===== src/sv/rtp_header_parser_assert.svh =====
// Assertion macros for the RTP header parser.
// Both sample on clk_i and are off while rst_ni is low.
`ifndef RTP_HEADER_PARSER_ASSERT_SVH
`define RTP_HEADER_PARSER_ASSERT_SVH

// Same-cycle implication.
`define RHP_ASSERT_IMP(label, ante, cons) \
  label: assert property (@(posedge clk_i) disable iff (!rst_ni) (ante) |-> (cons)) \
    else $error("rtp_header_parser: same-cycle check failed");

// Next-cycle implication.
`define RHP_ASSERT_NXT(label, ante, cons) \
  label: assert property (@(posedge clk_i) disable iff (!rst_ni) (ante) |=> (cons)) \
    else $error("rtp_header_parser: next-cycle check failed");

`endif


===== src/sv/rtp_hp_pkg.sv =====
package rtp_hp_pkg;

  // result kinds
  localparam logic [1:0] KIND_HEADER  = 2'd0;
  localparam logic [1:0] KIND_CSRC    = 2'd1;
  localparam logic [1:0] KIND_PAYLOAD = 2'd2;
  localparam logic [1:0] KIND_ERROR   = 2'd3;

  // fixed header length in bytes, and its last index
  localparam int unsigned HdrBytes = 12;
  localparam logic [3:0]  HDR_LAST_POS = 4'(HdrBytes - 1);

  typedef struct packed {
    logic [7:0] in_byte;
    logic       in_last;
  } in_word_t;

  typedef struct packed {
    logic [1:0]  kind;
    logic [1:0]  version;
    logic        padding_flag;
    logic        extension_flag;
    logic        marker;
    logic [6:0]  payload_type;
    logic [15:0] seq_number;
    logic [31:0] timestamp;
    logic [31:0] sync_source;
    logic [3:0]  csrc_count;
    logic [31:0] data_word;
    logic        out_last;
  } out_word_t;

endpackage


===== src/sv/rtp_header_parser.sv =====
// RTP header parser (RFC 3550). Takes a packet one byte per input word,
// in_last set on the final byte, and reads multi-byte fields big-endian.
// After the 12 fixed bytes it gives one header word (V, P, X, M, PT,
// sequence, timestamp, SSRC, CC), then one word per CSRC, skips the
// header extension only when X is set (profile, length in 32-bit words,
// data), and passes every further byte on as a payload word. Padding is
// not stripped. A packet that ends inside the header, CSRC list or
// extension gives a single error word with out_last set; a packet that
// ends exactly at the end of the extension gives nothing for that byte.
// Rate: one input byte per clock, sustained. Each byte is decoded by a
// single pass of logic from the parse state into one result register, so
// a byte is taken whenever that register is empty or being emptied in
// the same cycle; the result is registered there in the cycle after. The result
// register is the only buffer, so a stalled output stalls the input.
module rtp_header_parser (
  input  logic                  clk_i,
  input  logic                  rst_ni,
  input  logic                  in_valid_i,
  output logic                  in_ready_o,
  input  rtp_hp_pkg::in_word_t  in_data_i,
  output logic                  out_valid_o,
  input  logic                  out_ready_i,
  output rtp_hp_pkg::out_word_t out_data_o
);

`include "rtp_header_parser_assert.svh"

  typedef enum logic [2:0] {
    PH_HDR  = 3'd0,
    PH_CSRC = 3'd1,
    PH_EXTH = 3'd2,
    PH_EXTD = 3'd3,
    PH_PAY  = 3'd4
  } phase_e;

  // parse state
  phase_e      phase_q, phase_d;
  logic [3:0]  pos_q, pos_d;          // byte index within header or word
  logic [31:0] shift_q, shift_d;      // CSRC / extension word assembly
  logic [3:0]  csrc_left_q, csrc_left_d;
  logic [17:0] ext_left_q, ext_left_d; // extension data bytes still to skip
  logic [15:0] first_q, first_d;      // header bytes 0 and 1
  logic [15:0] seq_q, seq_d;
  logic [31:0] ts_q, ts_d;
  logic [31:0] ssrc_q, ssrc_d;

  // result register
  logic                  out_valid_q, out_valid_d;
  rtp_hp_pkg::out_word_t out_q, out_d;

  // decode of the current byte
  rtp_hp_pkg::out_word_t res;
  logic                  res_valid;
  logic                  in_fire;
  logic [7:0]            in_b;
  logic                  in_l;
  logic [31:0]           shifted;
  logic [3:0]            pos_inc;
  logic [3:0]            hdr_pos;
  logic [3:0]            cc;
  logic                  x_hdr;
  logic [3:0]            csrc_dec;
  logic [17:0]           ext_dec;
  logic [17:0]           ext_len;

  // Result register frees up when it is empty or being read this cycle.
  assign in_ready_o = !out_valid_q || out_ready_i;
  assign in_fire    = in_valid_i && in_ready_o;

  assign in_b     = in_data_i.in_byte;
  assign in_l     = in_data_i.in_last;
  assign shifted  = {shift_q[23:0], in_b};
  assign pos_inc  = pos_q + 4'd1;
  assign hdr_pos  = (pos_q > rtp_hp_pkg::HDR_LAST_POS) ? 4'd0 : pos_q;
  assign cc       = first_q[11:8];
  assign x_hdr    = first_q[12];
  assign csrc_dec = csrc_left_q - 4'd1;
  assign ext_dec  = ext_left_q - 18'd1;
  assign ext_len  = {shifted[15:0], 2'b00};

  always_comb begin
    phase_d     = phase_q;
    pos_d       = pos_q;
    shift_d     = shift_q;
    csrc_left_d = csrc_left_q;
    ext_left_d  = ext_left_q;
    first_d     = first_q;
    seq_d       = seq_q;
    ts_d        = ts_q;
    ssrc_d      = ssrc_q;
    res         = '0;
    res_valid   = 1'b0;

    case (phase_q)
      PH_CSRC: begin
        shift_d = shifted;
        pos_d   = pos_inc;
        if (pos_inc[3:2] == 2'b00) begin
          if (in_l) begin
            res_valid = 1'b1;
          end
        end else begin
          pos_d       = 4'd0;
          csrc_left_d = csrc_dec;
          if (in_l && (csrc_dec != 4'd0 || x_hdr)) begin
            res_valid = 1'b1;
          end else begin
            res_valid      = 1'b1;
            res.kind       = rtp_hp_pkg::KIND_CSRC;
            res.data_word  = shifted;
            res.out_last   = in_l;
            if (in_l) begin
              phase_d = PH_HDR;
            end else if (csrc_dec != 4'd0) begin
              phase_d = PH_CSRC;
            end else if (x_hdr) begin
              phase_d = PH_EXTH;
            end else begin
              phase_d = PH_PAY;
            end
          end
        end
        if (res_valid && res.kind != rtp_hp_pkg::KIND_CSRC) begin
          res.kind     = rtp_hp_pkg::KIND_ERROR;
          res.out_last = 1'b1;
          phase_d      = PH_HDR;
          pos_d        = 4'd0;
        end
      end

      PH_EXTH: begin
        shift_d = shifted;
        pos_d   = pos_inc;
        if (pos_inc[3:2] == 2'b00) begin
          if (in_l) begin
            res_valid    = 1'b1;
            res.kind     = rtp_hp_pkg::KIND_ERROR;
            res.out_last = 1'b1;
            phase_d      = PH_HDR;
            pos_d        = 4'd0;
          end
        end else begin
          pos_d      = 4'd0;
          ext_left_d = ext_len;
          if (in_l) begin
            phase_d = PH_HDR;
            if (ext_len != 18'd0) begin
              res_valid    = 1'b1;
              res.kind     = rtp_hp_pkg::KIND_ERROR;
              res.out_last = 1'b1;
            end
          end else begin
            phase_d = (ext_len != 18'd0) ? PH_EXTD : PH_PAY;
          end
        end
      end

      PH_EXTD: begin
        ext_left_d = ext_dec;
        if (in_l) begin
          phase_d = PH_HDR;
          pos_d   = 4'd0;
          if (ext_dec != 18'd0) begin
            res_valid    = 1'b1;
            res.kind     = rtp_hp_pkg::KIND_ERROR;
            res.out_last = 1'b1;
          end
        end else if (ext_dec == 18'd0) begin
          phase_d = PH_PAY;
        end
      end

      PH_PAY: begin
        res_valid     = 1'b1;
        res.kind      = rtp_hp_pkg::KIND_PAYLOAD;
        res.data_word = {24'd0, in_b};
        res.out_last  = in_l;
        if (in_l) begin
          phase_d = PH_HDR;
          pos_d   = 4'd0;
        end
      end

      default: begin
        // fixed header; unused phase codes land here too
        phase_d = PH_HDR;
        if (hdr_pos < 4'd2) begin
          first_d = {first_q[7:0], in_b};
        end else if (hdr_pos < 4'd4) begin
          seq_d = {seq_q[7:0], in_b};
        end else if (hdr_pos < 4'd8) begin
          ts_d = {ts_q[23:0], in_b};
        end else begin
          ssrc_d = {ssrc_q[23:0], in_b};
        end

        if (hdr_pos != rtp_hp_pkg::HDR_LAST_POS) begin
          pos_d = hdr_pos + 4'd1;
          if (in_l) begin
            res_valid    = 1'b1;
            res.kind     = rtp_hp_pkg::KIND_ERROR;
            res.out_last = 1'b1;
            pos_d        = 4'd0;
          end
        end else begin
          // last header byte: bytes 0 and 1 are already held
          pos_d     = 4'd0;
          res_valid = 1'b1;
          if (in_l && (cc != 4'd0 || x_hdr)) begin
            res.kind     = rtp_hp_pkg::KIND_ERROR;
            res.out_last = 1'b1;
          end else begin
            res.kind           = rtp_hp_pkg::KIND_HEADER;
            res.version        = first_q[15:14];
            res.padding_flag   = first_q[13];
            res.extension_flag = x_hdr;
            res.marker         = first_q[7];
            res.payload_type   = first_q[6:0];
            res.seq_number     = seq_q;
            res.timestamp      = ts_q;
            res.sync_source    = ssrc_d;
            res.csrc_count     = cc;
            res.out_last       = in_l;
            csrc_left_d        = cc;
            shift_d            = '0;
            if (in_l) begin
              phase_d = PH_HDR;
            end else if (cc != 4'd0) begin
              phase_d = PH_CSRC;
            end else if (x_hdr) begin
              phase_d = PH_EXTH;
            end else begin
              phase_d = PH_PAY;
            end
          end
        end
      end
    endcase
  end

  // result register: load on a decoded result, drain on out_ready
  always_comb begin
    out_d = out_q;
    if (in_fire) begin
      out_valid_d = res_valid;
      if (res_valid) begin
        out_d = res;
      end
    end else begin
      out_valid_d = out_valid_q && !out_ready_i;
    end
  end

  always_ff @(posedge clk_i or negedge rst_ni) begin
    if (!rst_ni) begin
      phase_q     <= PH_HDR;
      pos_q       <= '0;
      shift_q     <= '0;
      csrc_left_q <= '0;
      ext_left_q  <= '0;
      first_q     <= '0;
      seq_q       <= '0;
      ts_q        <= '0;
      ssrc_q      <= '0;
      out_valid_q <= 1'b0;
    end else begin
      if (in_fire) begin
        phase_q     <= phase_d;
        pos_q       <= pos_d;
        shift_q     <= shift_d;
        csrc_left_q <= csrc_left_d;
        ext_left_q  <= ext_left_d;
        first_q     <= first_d;
        seq_q       <= seq_d;
        ts_q        <= ts_d;
        ssrc_q      <= ssrc_d;
      end
      out_valid_q <= out_valid_d;
    end
  end

  // payload only, no reset
  always_ff @(posedge clk_i) begin
    out_q <= out_d;
  end

  assign out_valid_o = out_valid_q;
  assign out_data_o  = out_q;

  // error words always close the packet
  `RHP_ASSERT_IMP(a_err_last, out_valid_o && out_data_o.kind == rtp_hp_pkg::KIND_ERROR, out_data_o.out_last)
  // a final byte always leaves the parser at the start of a header
  `RHP_ASSERT_NXT(a_last_resync, in_fire && in_data_i.in_last, phase_q == PH_HDR && pos_q == 4'd0)
  // CSRC phase only with words still owed
  `RHP_ASSERT_IMP(a_csrc_left, phase_q == PH_CSRC, csrc_left_q != 4'd0)
  // extension data phase only with bytes still to skip
  `RHP_ASSERT_IMP(a_ext_left, phase_q == PH_EXTD, ext_left_q != 18'd0)
  // outside the header the byte index never leaves a 32-bit word
  `RHP_ASSERT_IMP(a_pos_word, phase_q != PH_HDR, pos_q[3:2] == 2'b00)

endmodule

===== config.mk =====
export PLATFORM = sky130hd
export DESIGN_NAME = rtp_header_parser
export DESIGN_NICKNAME = d
export VERILOG_FILES = /design/src/sv/rtp_hp_pkg.sv /design/src/sv/rtp_header_parser.sv
export VERILOG_INCLUDE_DIRS = /design/src /design/src/sv
export SDC_FILE = /design/constraint.sdc
export NUM_CORES = 1
export LEC_CHECK = 0
export BUFFER_PORTS_ARGS = -buffer_cell sky130_fd_sc_hd__clkbuf_2
export CAP_MARGIN = 20
export CORE_ASPECT_RATIO = 1.5
export CORE_MARGIN = 1.5
export CORE_UTILIZATION = 49
export CTS_BUF_LIST = sky130_fd_sc_hd__clkbuf_4
export DETAILED_ROUTE_END_ITERATION = 6
export GPL_ROUTABILITY_DRIVEN = 0
export PLACE_DENSITY = 0.69
export SYNTH_ARGS = -nofsm -noshare
export SYNTH_HDL_FRONTEND = slang
export SYNTH_SLANG_ARGS = --single-unit

===== constraint.sdc =====
create_clock -name clk_i -period 10.8 [get_ports clk_i]
set_input_delay 1.08 -clock clk_i [delete_from_list [all_inputs] [get_ports clk_i]]
set_output_delay 1.08 -clock clk_i [all_outputs]
set_load 0.01 [all_outputs]

==> results.sh <==
export IMPL_final_cell_mix="150 x dfrtp_1, 144 x clkbuf_2, 131 x edfxtp_1"
export IMPL_ys_warnings_count=0
export IMPL_io_buffers=145
export IMPL_synth_simple_gate_area_share=0.119
export IMPL_fillers=2030
export IMPL_grt_use_met2=0.335
export IMPL_antenna_found_initial=1
export IMPL_synth_distinct_cells=74
export IMPL_worstSetupStartpointType="register"
export IMPL_dpl_cell_area_um2=13100
export IMPL_die_height_um=196
export IMPL_synthMuxAreaShare=0.119
export IMPL_numCtsBuffers=66
export IMPL_synthAdderAreaFrac=0.0103
export IMPL_final_hold_viol_count=0
export IMPL_crit_chain="ha_1 -> nor2b_1 -> ha_1 -> and2_1 -> mux2_2 -> o31ai_1 -> a31oi_1 -> a31oi_1 -> o21ai_4 -> buf_4 -> buf_4"
export IMPL_drt_pass1_iter_count=5
export IMPL_num_vias=8011
export IMPL_synth_flop_cell="dfrtp_1"
export IMPL_status="finished clean"
export IMPL_postRouteAntennaNets=0
export IMPL_pin_count=146
export IMPL_hold_class="in -> async"
export IMPL_max_slew_worst_pin_slew_ns=1.01
export IMPL_post_route_drc_count=0
export IMPL_grtUsageTotal=0.210
export IMPL_num_nets_final=1096
export IMPL_drt_iter0_drc=560
export IMPL_critPathMaxStageDelay_ns=0.79
export IMPL_grt_pass1_vias=7650
export IMPL_fin_crit_ns=4.63
export IMPL_area_delta_synth_final_pct=15.7
export IMPL_rows=70
export IMPL_slew_headroom=0.322
export IMPL_fp_dieW_um=131
export IMPL_crit_required_ns=11.11
export IMPL_root_buffer="clkbuf_4"
export IMPL_clkSinkCount=281
export IMPL_wl_um=26600
export IMPL_synthesis_nets=929
export IMPL_ir_drop_mv=0.115
export IMPL_setup_viol_count_final=0
export IMPL_htreeDepth=3
export IMPL_ys_async_sr_fraction=0.534
export IMPL_path_class="reg -> reg"
export IMPL_synth_seq_cells=281
export IMPL_hpwl_um=17300
export IMPL_dieArea_um2=25700
export IMPL_p_leak_nw=6.01
export IMPL_grt_overflow_total=0
export IMPL_post_route_period_util=0.429
export IMPL_via_per_inst=5.53
export IMPL_synth_top_family_by_area="multiplexers"
export IMPL_cts_hold_buffers_added=0
export IMPL_critical_path_endpoint_type="register"
export IMPL_cts_tree="yes"
export IMPL_design_area_um2=14000
export IMPL_arrival_ns=4.95
export IMPL_wl_per_cell_um=18.3
export IMPL_layout_drive_gt1_share=0.341
export IMPL_final_common_cell="dfrtp_1"
export IMPL_crit_fanout=78
export IMPL_grt_max_degree=79
export IMPL_clock_latency_ns=0.70
export IMPL_synth_edf_count=131
export IMPL_clockBufferDepth=3
export IMPL_syn_inst=906
export IMPL_post_cts_setup_buffers=0
export IMPL_syn_avg_cell_area_um2=13.4
export IMPL_cpMaxStageDelayCell="buf_4"
export IMPL_syn_area_um2=12100
export IMPL_busiest_layer="met2"
export IMPL_grt_pass1_wl_um=42100
export IMPL_finalClockSkew_ns=0.0511
export IMPL_timing_fmax_ghz=0.216
export IMPL_p_per_area_nw_per_um2=240
export IMPL_clk_pin_slew_ns=0.07
export IMPL_cts_resized_gates=0
export IMPL_start_util=0.498
export IMPL_ff2ff_path_depth=11
export IMPL_seq_area_frac_synth=0.634
export IMPL_use_met3=0.0478
export IMPL_slew_viol_final=0
export IMPL_core_um2=24300
export IMPL_synth_compound_area_frac=0.0866
export IMPL_rsz0062_at_grt="false"
export IMPL_drv_cap=0
export IMPL_synth_xor_area_frac=0.00496
export IMPL_grtUsageMet1=0.276
export IMPL_setup_tns_ns=0
==> path summary, 6_finish.rpt <==
path / to / slack (ns) / startpoint
max in group asynchronous: ext_left_q[14] / 8.91 / rst_ni
hold / removal: ssrc_q[17] / 0.42 / rst_ni
min in group clk_i: ts_q[29] / 0.48 / ts_q[29]
hold reg to reg: ts_q[29] / 0.48 / ts_q[29]
setup reg to reg: out_data_o[121] / 6.17 / pos_q[3]
setup / recovery: out_data_o[121] / 6.17 / pos_q[3]
==> through the flow <==
step | hold slack (ns) | power, mW | util | worst slack [ns] | instances
3_5_place_dp | 0.474 | 2.47 | 0.538 | 6.18 | 1328
3_3_place_gp | 0.466 | 2.46 | 0.538 | 6.32 | 1328
6_report | 0.416 | 3.36 | 0.576 | 6.17 | 1449
2_1_floorplan | 0.456 | 2.19 | - | 2.47 | 906
5_1_grt | 0.428 | 3.55 | 0.576 | 5.82 | 1449
4_1_cts | 0.394 | 3.38 | 0.575 | 6.14 | 1447
==> flip-flops by register name, summed over array words and instances (netlist names) <==
name         flops
csrc_left_q      4
ext_left_q      18
first_q         16
out_data_o     131
out_valid_o      1
phase_q          3
pos_q            4
seq_q           16
shift_q         24
ssrc_q          32
ts_q            32
==> kinds of logic after synthesis <==
| kind of cell | after synthesis |
|---|---|
| adder cells (fa/ha/maj) | 10 |
| XOR/XNOR | 6 |
| buffers and inverters | 75 |
| AO/OA/AOI/OAI | 148 |
| multiplexers | 132 |
| flip-flops | 281 |
| AND/OR/NAND/NOR | 254 |
==> routing by layer <==
layer / part of all wire / wire [um]
met1: 0.42 / 11200
met2: 0.48 / 12800
met3: 0.064 / 1710
met4: 0.032 / 853
met5: 0 / 0
==> synthesized netlist by cell type, types with 3 or more instances <==
cell type  number  area share
edfxtp_1      131        0.32
mux2_1          4      0.0037
or3_1           7      0.0036
mux2i_1        34       0.028
nor2_1         57       0.018
a32oi_1         3      0.0022
nor2b_1         4      0.0021
o21ai_1         3      0.0012
nand2b_1        5      0.0026
buf_2          11      0.0045
clkbuf_1       36       0.011
nor4_1          7      0.0036
mux2_2         94       0.087
a21oi_1        21      0.0087
and2_1         98       0.051
xor2_1          3      0.0022
ha_1           10       0.010
dfrtp_1       150        0.31
a32o_1          3      0.0025
nand2_1        22      0.0068
and3_1          4      0.0021
nand3_1        11      0.0045
o21ai_0        41       0.017
inv_1          17      0.0053
a22o_1         27       0.020
nor3_1         14      0.0058
nand4_1         5      0.0026
a22oi_1        12      0.0074
buf_1           7      0.0022
a31oi_1         8      0.0041
==> cell type report <==
cell class              instances  area, um2  share of cell area
multi-input cells             550       4140               0.295
well taps                     324        405              0.0289
clock buffers                 105        788              0.0562
diodes                          1       2.50            0.000178
clock inverters                14        109             0.00776
flip-flops and latches        281       7690               0.548
repair buffers                156        822              0.0586
inverters                      18       67.6             0.00482
==> report_power, final <==
group | switching, mW | internal, mW
registers | 0.224 | 1.42
logic | 0.473 | 0.347
clock network | 0.409 | 0.489
total | 1.11 | 2.25
==> worst max-delay path, delay by kind of cell, from the launching register on <==
| family | cells | cell delay, ns |
|---|---|---|
| simple gates | 2 | 0.54 |
| compound gates | 4 | 1.18 |
| flops | 1 | 0.47 |
| buf+inv | 2 | 1.29 |
| fa+ha+maj | 2 | 0.50 |
| mux | 1 | 0.19 |
Note: power is estimated with default switching activity, not from simulation.
